===== src/hw/rtl/assert_macros.svh =====
// -----------------------------------------------------------------------------
// assert_macros.svh
// Concurrent assertion macros; they expand to nothing in synthesis.
// -----------------------------------------------------------------------------
`ifndef ASSERT_MACROS_SVH
`define ASSERT_MACROS_SVH
`ifndef SYNTHESIS
// property must hold at every clock edge outside reset
`define ASSERT_PROP(lbl, clk, rst, prop) \
  lbl: assert property (@(posedge clk) disable iff (rst) prop) \
    else $error("assertion failed");
// condition must never be true outside reset
`define ASSERT_NEVER(lbl, clk, rst, cond) \
  `ASSERT_PROP(lbl, clk, rst, !(cond))
`else
`define ASSERT_PROP(lbl, clk, rst, prop)
`define ASSERT_NEVER(lbl, clk, rst, cond)
`endif
`endif


===== src/hw/rtl/dvbp_pkg.sv =====
// -----------------------------------------------------------------------------
// dvbp_pkg
// Shared types, constants and helpers of the delta varint block packer.
// -----------------------------------------------------------------------------
package dvbp_pkg;

  localparam logic [2:0] ADDR_BLOCK_SIZE  = 3'd0;
  localparam logic [9:0] BLOCK_SIZE_RESET = 10'd512;
  localparam logic [9:0] BLOCK_SIZE_MIN   = 10'd16;
  localparam logic [9:0] HEADER_BYTES     = 10'd2;
  localparam int unsigned StoreCap        = 512;

  typedef enum logic [1:0] {
    KIND_DATA  = 2'd0,
    KIND_INDEX = 2'd1,
    KIND_CLOSE = 2'd2
  } kind_t;

  typedef enum logic [2:0] {
    B_IDLE,
    B_FLUSH,
    B_KEY,
    B_VAL,
    B_SINGLE
  } back_state_t;

  // one classified word handed from front to back
  typedef struct packed {
    logic        is_close;
    logic        pre_flush;
    logic        post_flush;
    logic        opened;
    logic        write_kd;
    logic [31:0] kd;
    logic [31:0] vd;
    logic [31:0] key;
    logic [15:0] flush_items;
    logic [31:0] checksum;
    logic [31:0] block_total;
  } cmd_t;

  typedef struct packed {
    kind_t       kind;
    logic [63:0] data_word;
    logic [3:0]  data_bytes;
    logic        index_valid;
    logic [31:0] index_key;
    logic [31:0] checksum;
    logic [31:0] block_total;
    logic        last;
  } result_t;

  function automatic logic [2:0] vsize(input logic [31:0] v);
    logic [2:0] n;
    if (v[31:7] == 25'd0) n = 3'd1;
    else if (v[31:14] == 18'd0) n = 3'd2;
    else if (v[31:21] == 11'd0) n = 3'd3;
    else if (v[31:28] == 4'd0) n = 3'd4;
    else n = 3'd5;
    return n;
  endfunction

  function automatic logic [9:0] eff_size(input logic [9:0] bs, input logic [9:0] hi);
    logic [9:0] s;
    s = bs;
    if (s < BLOCK_SIZE_MIN) s = BLOCK_SIZE_MIN;
    if (s > hi) s = hi;
    return s;
  endfunction

endpackage


===== src/hw/rtl/dvbp_front.sv =====
// -----------------------------------------------------------------------------
// dvbp_front
// Accepts words, computes deltas and varint sizes, decides flushes.
// -----------------------------------------------------------------------------
module dvbp_front (
  input  logic              clk,
  input  logic              rst,
  input  logic              cfg_clear,
  input  logic [9:0]        eff,
  input  logic              in_valid,
  input  logic              in_cmd,
  input  logic [31:0]       in_key,
  input  logic [31:0]       in_value,
  input  logic              q_full,
  output logic              q_push,
  output dvbp_pkg::cmd_t    q_data
);

  logic [9:0]  fill;
  logic [15:0] items;
  logic [31:0] prev_key;
  logic [31:0] prev_value;
  logic [31:0] xor_sum;
  logic [31:0] blocks;

  logic [31:0] kd, vd, vd_w;
  logic [2:0]  ksz, vsz, vsz_w;
  logic [10:0] cur;
  logic        pre, post, write_kd, has_items;
  logic [9:0]  fill_a;
  logic [15:0] items_a;
  logic [9:0]  nbytes;

  always_comb begin
    has_items = (items != 16'd0);
    kd        = has_items ? (in_key - prev_key) : 32'hffff_ffff;
    vd        = (kd != 32'd0) ? in_value : (in_value - prev_value);
    ksz       = dvbp_pkg::vsize(kd);
    vsz       = dvbp_pkg::vsize(vd);
    cur       = {1'b0, fill} + {1'b0, dvbp_pkg::HEADER_BYTES}
              + (has_items ? {8'd0, ksz} : 11'd0) + {8'd0, vsz};
    pre       = cur > {1'b0, eff};
    post      = cur == {1'b0, eff};
    vd_w      = pre ? in_value : vd;
    vsz_w     = dvbp_pkg::vsize(vd_w);
    items_a   = pre ? 16'd0 : items;
    fill_a    = pre ? 10'd0 : fill;
    write_kd  = (items_a != 16'd0);
    nbytes    = (write_kd ? {7'd0, ksz} : 10'd0) + {7'd0, vsz_w};

    q_push = in_valid && !q_full;
    q_data = '0;
    if (in_cmd) begin
      q_data.is_close    = 1'b1;
      q_data.pre_flush   = has_items;
      q_data.flush_items = items;
      q_data.checksum    = xor_sum;
      q_data.block_total = blocks + {31'd0, has_items};
    end else begin
      q_data.pre_flush   = pre;
      q_data.post_flush  = post;
      q_data.opened      = !write_kd;
      q_data.write_kd    = write_kd;
      q_data.kd          = kd;
      q_data.vd          = vd_w;
      q_data.key         = in_key;
      q_data.flush_items = pre ? items : (items + 16'd1);
      q_data.checksum    = xor_sum ^ in_key ^ in_value;
      q_data.block_total = blocks + {31'd0, pre} + {31'd0, post};
    end
  end

  always_ff @(posedge clk) begin
    if (rst) begin
      fill       <= '0;
      items      <= '0;
      prev_key   <= '0;
      prev_value <= '0;
      xor_sum    <= '0;
      blocks     <= '0;
    end else if (cfg_clear) begin
      fill  <= '0;
      items <= '0;
    end else if (q_push) begin
      xor_sum <= q_data.checksum;
      blocks  <= q_data.block_total;
      if (in_cmd) begin
        if (has_items) begin
          fill  <= '0;
          items <= '0;
        end
      end else begin
        prev_key   <= in_key;
        prev_value <= in_value;
        if (post) begin
          fill  <= '0;
          items <= '0;
        end else begin
          fill  <= fill_a + nbytes;
          items <= items_a + 16'd1;
        end
      end
    end
  end

endmodule


===== config.mk =====
export PLATFORM = sky130hd
export DESIGN_NAME = dvbp_front
export DESIGN_NICKNAME = d
export VERILOG_FILES = /design/src/hw/rtl/assert_macros.svh /design/src/hw/rtl/dvbp_pkg.sv /design/src/hw/rtl/dvbp_front.sv
export SDC_FILE = /design/constraint.sdc
export NUM_CORES = 1
export LEC_CHECK = 0
export BUFFER_PORTS_ARGS = -buffer_cell sky130_fd_sc_hd__clkbuf_2
export CELL_PAD_IN_SITES_DETAIL_PLACEMENT = 1
export CELL_PAD_IN_SITES_GLOBAL_PLACEMENT = 2
export CORE_MARGIN = 5
export CORE_UTILIZATION = 32
export DETAILED_ROUTE_END_ITERATION = 10
export PLACE_DENSITY = 0.79
export SLEW_MARGIN = 0
export SYNTH_ARGS = -nofsm -noshare
export SYNTH_HDL_FRONTEND = slang
export SYNTH_SLANG_ARGS = --single-unit
export TNS_END_PERCENT = 30

===== constraint.sdc =====
create_clock -name clk -period 11.7 [get_ports clk]
set_clock_uncertainty 0.05 [all_clocks]
set_input_delay 0.585 -clock clk [delete_from_list [all_inputs] [get_ports clk]]
set_output_delay 0.585 -clock clk [all_outputs]
set_load 0.05 [all_outputs]

==> reports/results.ini <==
[routing]
via_per_inst=5.41
post_drt_wl_per_cell_um=20.7
drt_iter0_markers=813
drc=0
vias=14819
antenna_left=0
finalWirelength_um=56700
dr.pass1.iters=5

[placement]
port_buffers=261
gp_congestion=0.881
dp_hpwl_um=43700
dp_slack_ns=1.11

[floorplan]
start_util_pct=32.3
dieArea_um2=47800
die_h_um=219
die_width_um=219
ioPinCount=262
core_um2=43100
rows=76

[cts]
numCtsBuffers=17
cts_buffer_depth=2
cts_root_buffer=clkbuf_16
clk_latency_ns=0.47
cts_resized=0
clkTransAtPathRegs_ns=0.07
cts_tree=built
cts_sinks=154
post-cts-setup-buffer-count=0
hold_buffers=0
h-tree-depth=4

[timing]
slew_viol_final=0
period_share_pct=91.4
fmax_mhz=93.5
finalHoldViolations=0
rsz0062_at_grt=no
slew_headroom_pct=24.4
min_period_ns=10.69
tightest_slew_ns=1.13
setup_violations=0
finalSetupTns_ns=0
fin_ws_ns=1.01

[synth]
ys_seq_area_share_pct=22.1
synth_seq_cells=154
syn_area_per_cell_um2=7.09
async_reset_ff_share_pct=0
netlist_instances=1966
synth_warnings=0
syn_area_um2=13900
synth_cell_types=77
synthFlopType=dfxtp_1
synth-edff-count=0
synth.net_count=2144

[layout]
nets=2319
layout_common_cells=nand2_1 (279), clkbuf_2 (233), a21oi_1 (220)
antennaDiodeCount=0
drive_gt1_share_pct=16.1
layout_commonest_cell=nand2_1
area_growth_pct=19.1

[critical_path]
path_delay_family=simple AND/OR/NAND/NOR gates
critPathMostFrequentCell=ha_1
cp_max_fo=27
crit_required_ns=11.07
cp_data_arrival_time_ns=10.06
crit_path_top_delay_cell=ha_1
endpoint_kind=output port
slowest_delay_ns=0.47
start_kind=flip-flop
crit_buf_inv=4
worst-setup-path-type=reg -> out

[worst_hold_path]
hold_path.class=in -> reg

[power]
finalPower_mw=1.61
vdd_drop_max_v=0.000108
leakagePower_nw=6.57
power_density_nw_per_um2=97.3

[grt]
grt_pass1_wl_um=88600
grt_usage_pct=23.5
grt_pass1_vias=15142
antenna_found_initial=5
grt_max_degree=102
gr-total-overflow=0

[status]
status=complete, no violations

[run]
cap_violations=0

-- cells in the mapped netlist, types with 7 or more instances --
library cell	instances	area [um2]
a211oi_1	10	75.1
a21o_1	27	203
a21oi_1	220	1100
a22oi_1	8	60.1
a311oi_1	8	70.1
a31oi_1	17	106
and2_1	15	93.8
and3_1	19	119
buf_1	12	45.0
buf_2	9	45.0
clkbuf_1	90	338
dfxtp_1	154	3080
fa_1	10	200
ha_1	88	1100
inv_1	109	409
mux2i_1	9	90.1
nand2_1	279	1050
nand2b_1	7	43.8
nand3_1	43	215
nand4_1	52	325
nor2_1	208	781
nor2b_1	37	231
nor3_1	31	155
nor4_1	16	100
o211ai_1	12	90.1
o21a_1	11	82.6
o21ai_0	71	355
o31ai_1	41	308
or2_2	7	43.8
or3_1	20	125
or4_1	15	113
xnor2_1	89	780
xor2_1	122	1070
-- report_power, final --
group          switching [mW]  internal (mW)
Combinational           0.349          0.135
Sequential            0.00526          0.532
Clock                   0.265          0.328
-- kinds of logic (layout without fill, tap and decap cells) --
group                      Yosys count  after routing  synth area share (%)
and+or+nand+nor                    783            783                  26.7
AOI/OAI and AO/OA                  479            479                  21.2
buffers and inverters              226            413                  6.30
xor gates and xnor gates           211            211                  13.3
DFF                                154            154                  22.1
adders and majority gates           98             98                  9.34
muxes                               15             15                  1.13
-- final timing paths --
path	from	endpoint	slack [ns]	cells past startpoint
setup reg to reg	prev_key[9]	fill[8]	1.52	40
hold reg to reg	prev_value[30]	prev_value[30]	0.41	2
setup / recovery	prev_key[9]	q_data[30]	1.01	36
hold / removal	in_value[0]	prev_value[0]	0.35	3
-- state kept, by name, indices dropped and copies added, names as in the netlist --
| signal | count |
|---|---|
| xor_sum | 32 |
| prev_value | 32 |
| fill | 10 |
| prev_key | 32 |
| items | 16 |
| blocks | 32 |
-- metrics by stage --
step,utilization [%],hold WS (ns),cell area [um2],cells
floorplan,-,0.386,13900,1966
global placement,37.1,0.392,16000,2707
CTS,38.5,0.312,16600,2738
global route,38.5,0.334,16600,2738
detailed placement,37.1,0.397,16000,2707
finish,38.5,0.347,16600,2738
-- metal layers --
| layer | part of all wire [%] | GRT usage, % | vias to the layer above |
|---|---|---|---|
| met5 | 0 | 0 | - |
| met4 | 2.1 | 6.18 | 0 |
| met3 | 3.9 | 3.55 | 55 |
| met2 | 46 | 37.9 | 293 |
| met1 | 48 | 32.9 | 7313 |
| li1 | - | - | 7158 |
-- final cells by class --
class                   instances  area (um2)
multi-input cells            1586        9990
inverters                     111         417
clock buffers                  20         457
clock inverters                11         135
well taps                     585         732
fillers                      5442       26500
repair buffers                271        1780
flip-flops and latches        154        3080
-- worst reg2reg max path: cells and delay by family, from the launching register on --
kind	cells	cell delay [ns]
buffers and inverters	6	1.02
and+or+nand+nor	11	2.00
muxes	1	0.33
adders and majority gates	8	2.95
AOI/OAI and AO/OA	13	3.11
DFF	1	0.33
xor gates and xnor gates	1	0.28
(Power assumes the default switching activity.)
