`src/hw/rtl/assert_macros.svh`:
```
// -----------------------------------------------------------------------------
// assert_macros.svh
// Concurrent assertion macros; they expand to nothing in synthesis.
// -----------------------------------------------------------------------------
`ifndef ASSERT_MACROS_SVH
`define ASSERT_MACROS_SVH
`ifndef SYNTHESIS
// property must hold at every clock edge outside reset
`define ASSERT_PROP(lbl, clk, rst, prop) \
  lbl: assert property (@(posedge clk) disable iff (rst) prop) \
    else $error("assertion failed");
// condition must never be true outside reset
`define ASSERT_NEVER(lbl, clk, rst, cond) \
  `ASSERT_PROP(lbl, clk, rst, !(cond))
`else
`define ASSERT_PROP(lbl, clk, rst, prop)
`define ASSERT_NEVER(lbl, clk, rst, cond)
`endif
`endif

```
`src/hw/rtl/dvbp_pkg.sv`:
```
// -----------------------------------------------------------------------------
// dvbp_pkg
// Shared types, constants and helpers of the delta varint block packer.
// -----------------------------------------------------------------------------
package dvbp_pkg;

  localparam logic [2:0] ADDR_BLOCK_SIZE  = 3'd0;
  localparam logic [9:0] BLOCK_SIZE_RESET = 10'd512;
  localparam logic [9:0] BLOCK_SIZE_MIN   = 10'd16;
  localparam logic [9:0] HEADER_BYTES     = 10'd2;
  localparam int unsigned StoreCap        = 512;

  typedef enum logic [1:0] {
    KIND_DATA  = 2'd0,
    KIND_INDEX = 2'd1,
    KIND_CLOSE = 2'd2
  } kind_t;

  typedef enum logic [2:0] {
    B_IDLE,
    B_FLUSH,
    B_KEY,
    B_VAL,
    B_SINGLE
  } back_state_t;

  // one classified word handed from front to back
  typedef struct packed {
    logic        is_close;
    logic        pre_flush;
    logic        post_flush;
    logic        opened;
    logic        write_kd;
    logic [31:0] kd;
    logic [31:0] vd;
    logic [31:0] key;
    logic [15:0] flush_items;
    logic [31:0] checksum;
    logic [31:0] block_total;
  } cmd_t;

  typedef struct packed {
    kind_t       kind;
    logic [63:0] data_word;
    logic [3:0]  data_bytes;
    logic        index_valid;
    logic [31:0] index_key;
    logic [31:0] checksum;
    logic [31:0] block_total;
    logic        last;
  } result_t;

  function automatic logic [2:0] vsize(input logic [31:0] v);
    logic [2:0] n;
    if (v[31:7] == 25'd0) n = 3'd1;
    else if (v[31:14] == 18'd0) n = 3'd2;
    else if (v[31:21] == 11'd0) n = 3'd3;
    else if (v[31:28] == 4'd0) n = 3'd4;
    else n = 3'd5;
    return n;
  endfunction

  function automatic logic [9:0] eff_size(input logic [9:0] bs, input logic [9:0] hi);
    logic [9:0] s;
    s = bs;
    if (s < BLOCK_SIZE_MIN) s = BLOCK_SIZE_MIN;
    if (s > hi) s = hi;
    return s;
  endfunction

endpackage

```
`src/hw/rtl/dvbp_cmd_queue.sv`:
```
// -----------------------------------------------------------------------------
// dvbp_cmd_queue
// Two-entry queue of classified words between front and back.
// -----------------------------------------------------------------------------
`include "assert_macros.svh"

module dvbp_cmd_queue (
  input  logic           clk,
  input  logic           rst,
  input  logic           push,
  input  dvbp_pkg::cmd_t push_data,
  output logic           full,
  input  logic           pop,
  output logic           empty,
  output dvbp_pkg::cmd_t head
);

  dvbp_pkg::cmd_t entries [2];
  logic       wr_ptr, rd_ptr;
  logic [1:0] count;

  assign full  = (count == 2'd2);
  assign empty = (count == 2'd0);
  assign head  = entries[rd_ptr];

  always_ff @(posedge clk) begin
    if (push) begin
      entries[wr_ptr] <= push_data;
    end
  end

  always_ff @(posedge clk) begin
    if (rst) begin
      wr_ptr <= 1'b0;
      rd_ptr <= 1'b0;
      count  <= 2'd0;
    end else begin
      if (push) wr_ptr <= !wr_ptr;
      if (pop) rd_ptr <= !rd_ptr;
      count <= count + {1'b0, push} - {1'b0, pop};
    end
  end

  `ASSERT_NEVER(a_no_overflow, clk, rst, push && full)
  `ASSERT_NEVER(a_no_underflow, clk, rst, pop && empty)

endmodule

```
`config.mk`:
```
export PLATFORM = sky130hd
export DESIGN_NAME = dvbp_cmd_queue
export DESIGN_NICKNAME = d
export VERILOG_FILES = /design/src/hw/rtl/dvbp_pkg.sv /design/src/hw/rtl/dvbp_cmd_queue.sv
export VERILOG_INCLUDE_DIRS = /design/src /design/src/hw/rtl
export SDC_FILE = /design/constraint.sdc
export NUM_CORES = 1
export LEC_CHECK = 0
export ABC_AREA = 1
export BUFFER_PORTS_ARGS = -buffer_cell sky130_fd_sc_hd__buf_2
export CAP_MARGIN = 30
export CORE_UTILIZATION = 56
export DETAILED_ROUTE_END_ITERATION = 12
export PLACE_DENSITY_LB_ADDON = 0.05
export SLEW_MARGIN = 20
export SYNTH_ARGS = -nofsm -noshare
export SYNTH_HDL_FRONTEND = slang
export SYNTH_SLANG_ARGS = --single-unit
```
`constraint.sdc`:
```
create_clock -name clk -period 25.9 [get_ports clk]
set_clock_uncertainty 0.15 [all_clocks]
set_input_delay 1.295 -clock clk [delete_from_list [all_inputs] [get_ports clk]]
set_output_delay 1.295 -clock clk [all_outputs]
set_load 0.01 [all_outputs]
```
==> metrics.yaml, run 1 <==
drt_pass1_iterations: 6
drc: 0
route.vias.total: 6874
cts.sinks: 367
synth_ff_type: "edfxtp_1"
synthMuxAreaShare: 0.174
fin_tns_setup_ns: 0
outcome: "finished clean"
r2r_start: "wr_ptr$_SDFFE_PP0P_"
clockRootBuffer: "clkbuf_16"
grt-ovfl-total: 0
synth.top_cells.by_count: "362 x edfxtp_1, 91 x mux2_2, 90 x mux2_4"
min_period_ns: 3.97
syn_avg_cell_area_um2: 23.0
yosysWarnings: 0
setup_viol: 0
cp.required_ns: 24.45
die_height_um: 158
drive_gt1_frac: 0.600
rsz0062_at_grt: "no"
synthTopCellsByArea: "edfxtp_1 80%, mux2_4 9.9%, mux2_2 7.5%"
r2r_cells: 4
synth.most_common_cell: "edfxtp_1"
path_delay_family: "buffers and inverters"
arrival_ns: 2.52
crit_end: "head[93]"
cts_resized: 0
ys_ff_latch: 367
wl_um: 26900
rows: 56
hold_viol: 0
drt-wirelength-per-cell_um: 20.0
maxCapViolCount: 0
async_flop_share: 0
die_area_um2: 25000
cts.path.max_buffers: 3
relSlewSlack: 0.362
synth-compound-area-share: 0.000367
cts_made_buffers: 37
core_area_um2: 23700
hold_buffers: 0
dp_hpwl_um: 18700
finalMaxSlewViolations: 0
h-tree-depth: 2
cp.depth: 4
critPathSlowestCell: "buf_4"
final_util: 0.720
cts_setup_buffers: 0
synth.top_cell.area_share: 0.797
ir_drop_mv: 0.0566
start_util: 0.576
syn_to_final_growth_pct: 25.0
p_leak_nw: 6.62
placed_area_um2: 15800
antenna_found_initial: 15
pin_count: 368
r2r_slack_ns: 23.26
startpoint_type: "register"
crit_buf_inv: 3
power.density_nw_per_um2: 79.1
max_freq_ghz: 0.252
synth.distinct_cells: 14
post_synth_fa_ha_maj_area_fraction: 0.00183
grt_use_met3: 0.0728
grt_usage: 0.211
vias_per_cell: 5.11
grt_start_max_net_pins: 98
first_iter_violations: 336
yosysSeqAreaShare: 0.804
crit_path_max_fanout: 44
final_area_um2: 17100
worst-setup-path-type: "register to output port"
worstMarginPinSlew_ns: 0.956
cts_tree: "done"
grt_pass1_wl_um: 38200
nets: 1176
yosysTopAreaCell: "edfxtp_1"
top_usage_layer: "met2"
ant_nets: 0
slowest_delay_ns: 0.61
finalCritPeriodShare: 0.153
hold_path.class: "register to register"
gp_congestion: 0.783
synthXorXnorAreaFrac: 0.000642
met1_usage: 0.228
port_buffers: 367
r2r-end: "entries[1][10]$_DFFE_PP_"
synth-edff-count: 362
syn-cell-area_um2: 13600
crit_path_end_kind: "output port"
yosys.area_share.simple: 0.00404
cp_cell_sequence: "buf_4, buf_12, mux2_4, buf_2"
syn_nets: 781
clock_latency_ns: 0.51
synth_top_family_by_area: "multiplexers"
die_width_um: 158
path_clk_slew_ns: 0.06
met2_usage: 0.366
grt_pass1_vias: 7100
synth_cells: 594
-- per-layer routing --
| metal | wire, um | part of all wire |
|---|---|---|
| met1 | 9420 | 0.35 |
| met5 | 53 | 0.0020 |
| met2 | 13900 | 0.52 |
| met3 | 2510 | 0.093 |
| met4 | 1010 | 0.037 |
-- cells in the final DEF, fill, tap and decap left out, drive strengths merged --
cell type / n
buf: 376
edfxtp: 362
mux2: 181
clkbuf: 42
clkinv: 16
diode: 13
inv: 9
nor2: 8
dfxtp: 5
nand2: 4
bufinv: 3
ha: 2
xnor2: 1
nor3: 1
a21oi: 1
nand3: 1
clkinvlp: 1
-- flip-flops by register name, indices dropped and copies added (netlist names), named ones only --
register,count
entries,362
wr_ptr,1
rd_ptr,1
count,2
-- worst min-delay path by stage --
stage	startpoint	to	slack, ns	cells past startpoint
global placement	rd_ptr$_SDFFE_PP0P_	rd_ptr$_SDFFE_PP0P_	0.35	2
detailed placement	rd_ptr$_SDFFE_PP0P_	register	0.38	2
CTS	rd_ptr$_SDFFE_PP0P_	register	0.40	2
finish	rd_ptr$_SDFFE_PP0P_	rd_ptr$_SDFFE_PP0P_	0.39	2
global route	wr_ptr$_SDFFE_PP0P_	wr_ptr$_SDFFE_PP0P_	0.43	2
floorplan	rd_ptr$_SDFFE_PP0P_	register	0.33	2
-- worst register-to-register path, delay by kind of cell (launching register included) --
kind,cells,cell delay [ns]
buf+inv,3,1.60
flops,1,0.39
simple gates,1,0.14
-- cells by family after synthesis --
kind of cell | Yosys count
fa+ha+maj | 2
simple gates | 14
mux | 181
flops | 367
xor+xnor | 1
compound gates | 1
buf+inv | 28
-- through the flow --
step                hold WS, ns  total power, mW  std cells  setup slack (ns)
global route              0.430             1.39       1339             21.81
finish                    0.385             1.35       1345             21.93
global placement          0.347            0.850       1265             21.88
CTS                       0.395             1.36       1331             21.36
floorplan                 0.330            0.801        594             16.12
detailed placement        0.383            0.857       1268             21.91
-- report_power, final --
part / internal (mW) / switching, mW / total, mW
Sequential: 0.689 / 0.00945 / 0.698
Clock: 0.302 / 0.203 / 0.505
Combinational: 0.0716 / 0.0739 / 0.146
Total: 1.06 / 0.287 / 1.35
-- area by class of cell --
class / instances / area (um2)
inverter: 8 / 35.0
clock inverter: 21 / 171
timing repair buffer: 376 / 1980
tap: 319 / 399
fill: 1532 / 6630
multi-input combinational: 199 / 2480
antenna: 13 / 32.5
clock buffer: 42 / 987
sequential: 367 / 11000
Power figures use the tool's default switching activity.
==> run 2: changes to the inputs <==
--- a/config.mk
+++ b/config.mk
@@ -6,10 +6,10 @@
 export SDC_FILE = /design/constraint.sdc
 export NUM_CORES = 1
 export LEC_CHECK = 0
-export ABC_AREA = 1
+export ABC_AREA = 0
 export BUFFER_PORTS_ARGS = -buffer_cell sky130_fd_sc_hd__buf_2
 export CAP_MARGIN = 30
-export CORE_UTILIZATION = 56
+export CORE_UTILIZATION = 47
 export DETAILED_ROUTE_END_ITERATION = 12
 export PLACE_DENSITY_LB_ADDON = 0.05
 export SLEW_MARGIN = 20
==> constraint.sdc (replaced) <==
create_clock -name clk -period 3.4 [get_ports clk]
set_clock_uncertainty 0.15 [all_clocks]
set_input_delay 0.17 -clock clk [delete_from_list [all_inputs] [get_ports clk]]
set_output_delay 0.17 -clock clk [all_outputs]
set_load 0.01 [all_outputs]
==> run 2 against run 1 <==
Die area grew 19%. Non-clock buffer count grew 188. Wire length grew 7.2%. Synthesized cell count shrank 1.7%. Cell area grew 11%. Flip-flop and latch count is the same. Clock power grew to 7.8 times the previous value. Utilization shrank 4.5 points. Highest routed layer is now met4.
==> metrics.yaml, run 2 <==
outcome: "finished clean"  # unchanged
start_util: 0.484  # was 0.576
final_util: 0.675  # was 0.720
whs_path_depth: 2  # unchanged
port_buffers: 367  # unchanged
syn-cell-area_um2: 13600  # about the same
wl_um: 28900  # was 26,900 um
synth.most_common_cell: "edfxtp_1"  # unchanged
hold_path.class: "input pin to register"  # was register to register
clock_latency_ns: 0.51  # about the same
cts.sinks: 367  # unchanged
p_seq_frac: 0.502  # was 0.518
grt_pass1_vias: 8034  # was 7,100
p_leak_nw: 7.40  # was 6.62 nW
crit_path_max_fanout: 75  # was 44
clockRootBuffer: "clkbuf_16"  # unchanged
drt-wirelength-per-cell_um: 18.3  # was 20.0 um
p_comb_frac: 0.129  # was 0.108
yosysWarnings: 0  # unchanged
startpoint_type: "register"  # unchanged
maxCapViolCount: 0  # unchanged
final_area_um2: 19000  # was 17,100 um2
cts_resized: 0  # unchanged
synth.top_cells.by_count: "362 x edfxtp_1, 91 x mux2_2, 90 x mux2_4"  # unchanged
hold_viol: 0  # unchanged
grt-ovfl-total: 0  # unchanged
vias_per_cell: 4.75  # was 5.11
grt_pass1_wl_um: 42200  # was 38,200 um
die_height_um: 172  # was 158 um
dp.cells: 1321  # was 1,268
first_iter_violations: 321  # was 336
ant_nets: 0  # unchanged
r2r_cells: 2  # was 4
max_freq_ghz: 0.416
rsz0062_at_grt: "no"  # unchanged
core_area_um2: 28200  # was 23,700 um2
yosysSeqAreaShare: 0.805  # was 0.804
r2r_slack_ns: 1.40  # was 23.26 ns
min_from: "push_data[27]"  # was rd_ptr$_SDFFE_PP0P_
synth.top_cell.area_share: 0.797  # about the same
dp_hpwl_um: 18700  # about the same
nets: 1355  # was 1,176
fin_cells: 1577  # was 1,345
reg_top3: "entries: 362 flops, count: 2 flops"  # unchanged
cp.required_ns: 3.08  # was 24.45 ns
final_cell_mix: "367 x buf_2, 362 x edfxtp_1, 185 x dlygate4sd3_1"  # was 367 x buf_2, 362 x edfxtp_1, 91 x mux2_2
async_flop_share: 0  # unchanged
relSlewSlack: 0.420  # was 0.362
arrival_ns: 2.08  # was 2.52 ns
placed_area_um2: 16000  # was 15,800 um2
total_power_mw: 10.7  # was 1.35 mW
antenna_found_initial: 2  # was 15
route.vias.total: 7490  # was 6,874
setup_viol: 0  # unchanged
largest_reg_flops: 362  # unchanged
die_width_um: 172  # was 158 um
finalMaxSlewViolations: 0  # unchanged
crit_path_end_kind: "output port"  # unchanged
grt_usage: 0.190  # was 0.211
synth-edff-count: 362  # unchanged
worst-setup-path-type: "register to output port"  # unchanged
gp_congestion: 0.778  # was 0.783
r2r_start: "wr_ptr$_SDFFE_PP0P_"  # unchanged
syn_avg_cell_area_um2: 23.3  # was 23.0 um2
fin_tns_setup_ns: 0  # unchanged
pin_count: 368  # unchanged
die_area_um2: 29700  # was 25,000 um2
cts_made_buffers: 38  # was 37
power.density_nw_per_um2: 562  # was 79.1 nW/um2
rows: 61  # was 56
drive_gt1_frac: 0.512  # was 0.600
clkPwrFrac: 0.369  # was 0.374
synth_cells: 584  # was 594
cts_tree: "done"  # unchanged
ir_drop_mv: 0.548  # was 0.0566 mV
worstMarginPinSlew_ns: 0.870  # was 0.956 ns
regMostFlops: "entries"  # unchanged
synth_ff_type: "edfxtp_1"  # unchanged
finalCritPeriodShare: 0.707
r2r-end: "entries[1][63]$_DFFE_PP_"  # was entries[1][10]$_DFFE_PP_
synth.distinct_cells: 13  # was 14
syn_nets: 771  # was 781
syn_to_final_growth_pct: 39.4  # was 25.0%
grt_start_max_net_pins: 76  # was 98
p_switching_mw: 2.33  # was 0.287 mW
ys_ff_latch: 367  # unchanged
hold_path_end: "entries[0][27]$_DFFE_PP_"  # was rd_ptr$_SDFFE_PP0P_
yosysTopAreaCell: "edfxtp_1"  # unchanged
min_period_ns: 2.40
synthTopCellsByArea: "edfxtp_1 80%, mux2_4 9.9%, mux2_2 7.5%"  # unchanged
drc: 0  # unchanged
p_int_mw: 8.34  # was 1.06 mW
n_fill_cell: 1929  # was 1,532
h-tree-depth: 2  # unchanged
cts.path.max_buffers: 3  # unchanged
p_sw_frac: 0.218  # was 0.212
layout_commonest_cell: "buf_2"  # unchanged
drt_pass1_iterations: 4  # was 6
path_clk_slew_ns: 0.06  # about the same
## run 2: changes by cell type after synthesis, sizes merged
cell and delta:
a21oi -1, and2 +1, inv -6, nand2 -4, nand3 -1, nor2 -3
nor2b +3, nor3 -1, xnor2 +1, xnor3 +1
## run 2: worst max path at each step
stage | slack [ns] | to | cells after the start | from
global placement | 1.44 | entries[1][25]$_DFFE_PP_ | 2 | wr_ptr$_SDFFE_PP0P_
finish | 1.0 | head[56] | 3 | register
floorplan | -0.18 | entries[0][0]$_DFFE_PP_ | 1 | wr_ptr$_SDFFE_PP0P_
detailed placement | 1.36 | entries[1][25]$_DFFE_PP_ | 2 | wr_ptr$_SDFFE_PP0P_
CTS | 0.96 | head[56] | 3 | register
global route | 0.90 | head[52] | 3 | register
## run 2: logic make-up (layout without fill, tap and decap cells)
| kind of cell | count (synthesis) | count (layout) | synth area share |
|---|---|---|---|
| buf+inv | 22 | 635 | 0.0129 |
| simple gates | 9 | 9 | 0.00321 |
| mux | 181 | 181 | 0.174 |
| flops | 367 | 367 | 0.805 |
| xor+xnor | 3 | 3 | 0.00294 |
| fa+ha+maj | 2 | 2 | 0.00184 |
| other cells | 0 | 2 | 0 |
## run 2: critical path, stage by stage, from the launching register on
cell and delay (ns):
dfxtp_4 0.51, buf_12 0.42, mux2_2 0.41, buf_2 0.14
## run 2: power by group through the flow
stage | clock network, mW | logic, mW | registers (mW)
final | 3.94 | 1.37 | 5.36
after floorplan | 0 | 0.720 | 5.45
after global routing | 4.19 | 1.48 | 5.38
after global placement | 0 | 1.19 | 5.44
after CTS | 4.02 | 1.39 | 5.36
after detailed placement | 0 | 1.21 | 5.46
## run 2: what timing repair did
| item | 4_1_cts | 5_1_grt |
|---|---|---|
| setup buffers | 0 | 0 |
| hold endpoints to repair | 367 | 0 |
| hold buffers | 185 | 0 |
## run 2: cell type report
type	instances	area [um2]	share of cell area
Clock inverter	22	145	0.00764
Tap cell	378	473	0.0249
Inverter	2	7.51	0.000395
Timing Repair Buffer	564	3850	0.203
Antenna cell	2	5.00	0.000263
Multi-Input combinational cell	195	2490	0.131
Clock buffer	47	1050	0.0552
Sequential cell	367	11000	0.578
## run 2: routing by layer
| layer | up-vias | routed length, um | GRT usage |
|---|---|---|---|
| li1 | 3501 | - | - |
| met1 | 3669 | 10900 | 0.208 |
| met2 | 270 | 15000 | 0.346 |
| met3 | 50 | 2170 | 0.0577 |
| met4 | 0 | 806 | 0.0708 |
| met5 | - | 0 | 0 |
## run 2: through the flow
step | setup WS (ns) | hold WS [ns]
after CTS | 0.964 | 0.205
after global placement | 1.44 | 0.207
after detailed placement | 1.36 | 0.211
final | 0.995 | 0.229
after floorplan | -0.177 | 0.0850
after global routing | 0.904 | 0.212
==> run 3: changes to the inputs <==
--- a/config.mk
+++ b/config.mk
@@ -6,10 +6,10 @@
 export SDC_FILE = /design/constraint.sdc
 export NUM_CORES = 1
 export LEC_CHECK = 0
-export ABC_AREA = 0
+export ABC_AREA = 1
 export BUFFER_PORTS_ARGS = -buffer_cell sky130_fd_sc_hd__buf_2
 export CAP_MARGIN = 30
-export CORE_UTILIZATION = 47
+export CORE_UTILIZATION = 52
 export DETAILED_ROUTE_END_ITERATION = 12
 export PLACE_DENSITY_LB_ADDON = 0.05
 export SLEW_MARGIN = 20
==> constraint.sdc (replaced) <==
create_clock -name clk -period 2.4 [get_ports clk]
set_clock_uncertainty 0.15 [all_clocks]
set_input_delay 0.12 -clock clk [delete_from_list [all_inputs] [get_ports clk]]
set_output_delay 0.12 -clock clk [all_outputs]
set_load 0.01 [all_outputs]
==> run 3 against run 2 <==
Sequential power is 40% higher. Utilization is 7.8 points higher. Wire length up 0.17%. Largest cell class unchanged. Combinational power up 38%. Highest routed layer is now met5. Critical endpoint is now head[15].
==> metrics.yaml, run 3 (synthesized netlist as in run 1, its figures left out) <==
drt_pass1_iterations: 6  # was 4
startpoint_type: "register"  # unchanged
cts_made_buffers: 38  # unchanged
worst-setup-path-type: "register to output port"  # unchanged
worstMarginPinSlew_ns: 0.615  # was 0.870 ns
grt_start_max_net_pins: 41  # was 76
final_area_um2: 19200  # was 19,000 um2
fin_cells: 1545  # was 1,577
hold_path.class: "input pin to register"  # unchanged
total_power_mw: 15.1  # was 10.7 mW
first_iter_violations: 459  # was 321
relSlewSlack: 0.589  # was 0.420
finalCritPeriodShare: 0.926
die_width_um: 164  # was 172 um
fin_tns_setup_ns: 0  # unchanged
rows: 58  # was 61
gp_congestion: 0.759  # was 0.778
cts_setup_buffers: 0  # unchanged
r2r-end: "count[0]$_SDFF_PP0_"  # was entries[1][63]$_DFFE_PP_
reg_top3: "entries: 362 flops, count: 2 flops"  # unchanged
r2r_slack_ns: 0.53  # was 1.40 ns
pre_cts_slack_ns: 0.675  # was 1.36 ns
finalMaxSlewViolations: 0  # unchanged
whs_path_depth: 2  # unchanged
cts_tree: "done"  # unchanged
layout_commonest_cell: "buf_2"  # unchanged
rsz0062_at_grt: "no"  # unchanged
drc: 0  # unchanged
max_freq_ghz: 0.450
setup_slack_ns: 0.177  # was 0.995 ns
arrival_ns: 1.95  # was 2.08 ns
min_period_ns: 2.22
core_area_um2: 25500  # was 28,200 um2
start_util: 0.535  # was 0.484
final_util: 0.753  # was 0.675
power.density_nw_per_um2: 785  # was 562 nW/um2
grt-ovfl-total: 0  # unchanged
cts_resized: 0  # unchanged
outcome: "finished clean"  # unchanged
placed_area_um2: 16100  # was 16,000 um2
syn_to_final_growth_pct: 40.7  # was 39.4%
ant_nets: 0  # unchanged
dp_hpwl_um: 18800  # was 18,700 um
n_fill_cell: 1488  # was 1,929
wl_um: 28900  # about the same
crit_path_max_fanout: 20  # was 75
p_leak_nw: 7.52  # was 7.40 nW
maxCapViolCount: 0  # unchanged
setup_viol: 0  # unchanged
nets: 1373  # was 1,355
pin_count: 368  # unchanged
hold_slack_ns: 0.182  # was 0.229 ns
die_area_um2: 26900  # was 29,700 um2
largest_reg_flops: 362  # unchanged
drt-wirelength-per-cell_um: 18.7  # was 18.3 um
crit_path_end_kind: "output port"  # unchanged
r2r_start: "count[0]$_SDFF_PP0_"  # was wr_ptr$_SDFFE_PP0P_
grt_usage: 0.214  # was 0.190
vias_per_cell: 4.96  # was 4.75
r2r_cells: 7  # was 2
antenna_found_initial: 1  # was 2
min_from: "push_data[77]"  # was push_data[27]
h-tree-depth: 2  # unchanged
clockRootBuffer: "clkbuf_16"  # unchanged
cts.path.max_buffers: 3  # unchanged
cp.required_ns: 2.13  # was 3.08 ns
clock_latency_ns: 0.50  # was 0.51 ns
die_height_um: 164  # was 172 um
dp.cells: 1291  # was 1,321
ir_drop_mv: 0.685  # was 0.548 mV
route.vias.total: 7669  # was 7,490
hold_path_end: "entries[0][77]$_DFFE_PP_"  # was entries[0][27]$_DFFE_PP_
drive_gt1_frac: 0.514  # was 0.512
grt_pass1_vias: 8172  # was 8,034
grt_pass1_wl_um: 43100  # was 42,200 um
port_buffers: 367  # unchanged
hold_viol: 0  # unchanged
final_cell_mix: "367 x buf_2, 362 x edfxtp_1, 185 x dlygate4sd3_1"  # unchanged
diodes: 0  # was 2
path_clk_slew_ns: 0.05  # was 0.06 ns
regMostFlops: "entries"  # unchanged
cts.sinks: 367  # unchanged
==> run 3: worst max-delay path by stage <==
stage                        startpoint                  endpoint  slack (ns)  depth (start not counted)
global placement    wr_ptr$_SDFFE_PP0P_  entries[1][80]$_DFFE_PP_        0.68                          3
CTS                            register                  head[15]        0.15                          3
finish                         register                  head[15]        0.18                          3
detailed placement  wr_ptr$_SDFFE_PP0P_  entries[1][80]$_DFFE_PP_        0.68                          3
global route                   register                  head[15]        0.09                          3
floorplan           wr_ptr$_SDFFE_PP0P_   entries[1][0]$_DFFE_PP_       -1.24                          2
==> run 3: where the power goes <==
group	switching, mW	internal, mW	leakage, nW
sequential	0.0950	7.43	3.44
combinational	0.876	1.02	3.48
clock	2.22	3.42	0.602
==> run 3: layout make-up <==
| cell class | count | area, um2 | share of cell area |
|---|---|---|---|
| repair buffers | 572 | 4060 | 0.212 |
| well taps | 330 | 413 | 0.0215 |
| clock buffers | 49 | 1060 | 0.0550 |
| flip-flops and latches | 367 | 11000 | 0.572 |
| inverters | 8 | 33.8 | 0.00176 |
| multi-input cells | 199 | 2480 | 0.129 |
| clock inverters | 20 | 164 | 0.00854 |
==> run 3: routing by layer <==
metal	vias up	track usage	wire length (um)
met5	-	0	13
met4	2	0.0800	986
met3	76	0.0538	2020
met2	317	0.385	15000
met1	3730	0.244	10800
li1	3544	-	-
==> run 3: what timing repair did <==
action | CTS | global route
hold buffers | 185 | 0
endpoints found under the hold margin | 371 | 0
setup endpoints to repair | 0 | 0
==> run 3: critical path, cell delays in order (launching register included) <==
cell     delay, ns
dfxtp_4       0.53
buf_4         0.38
mux2_2        0.39
buf_2         0.14
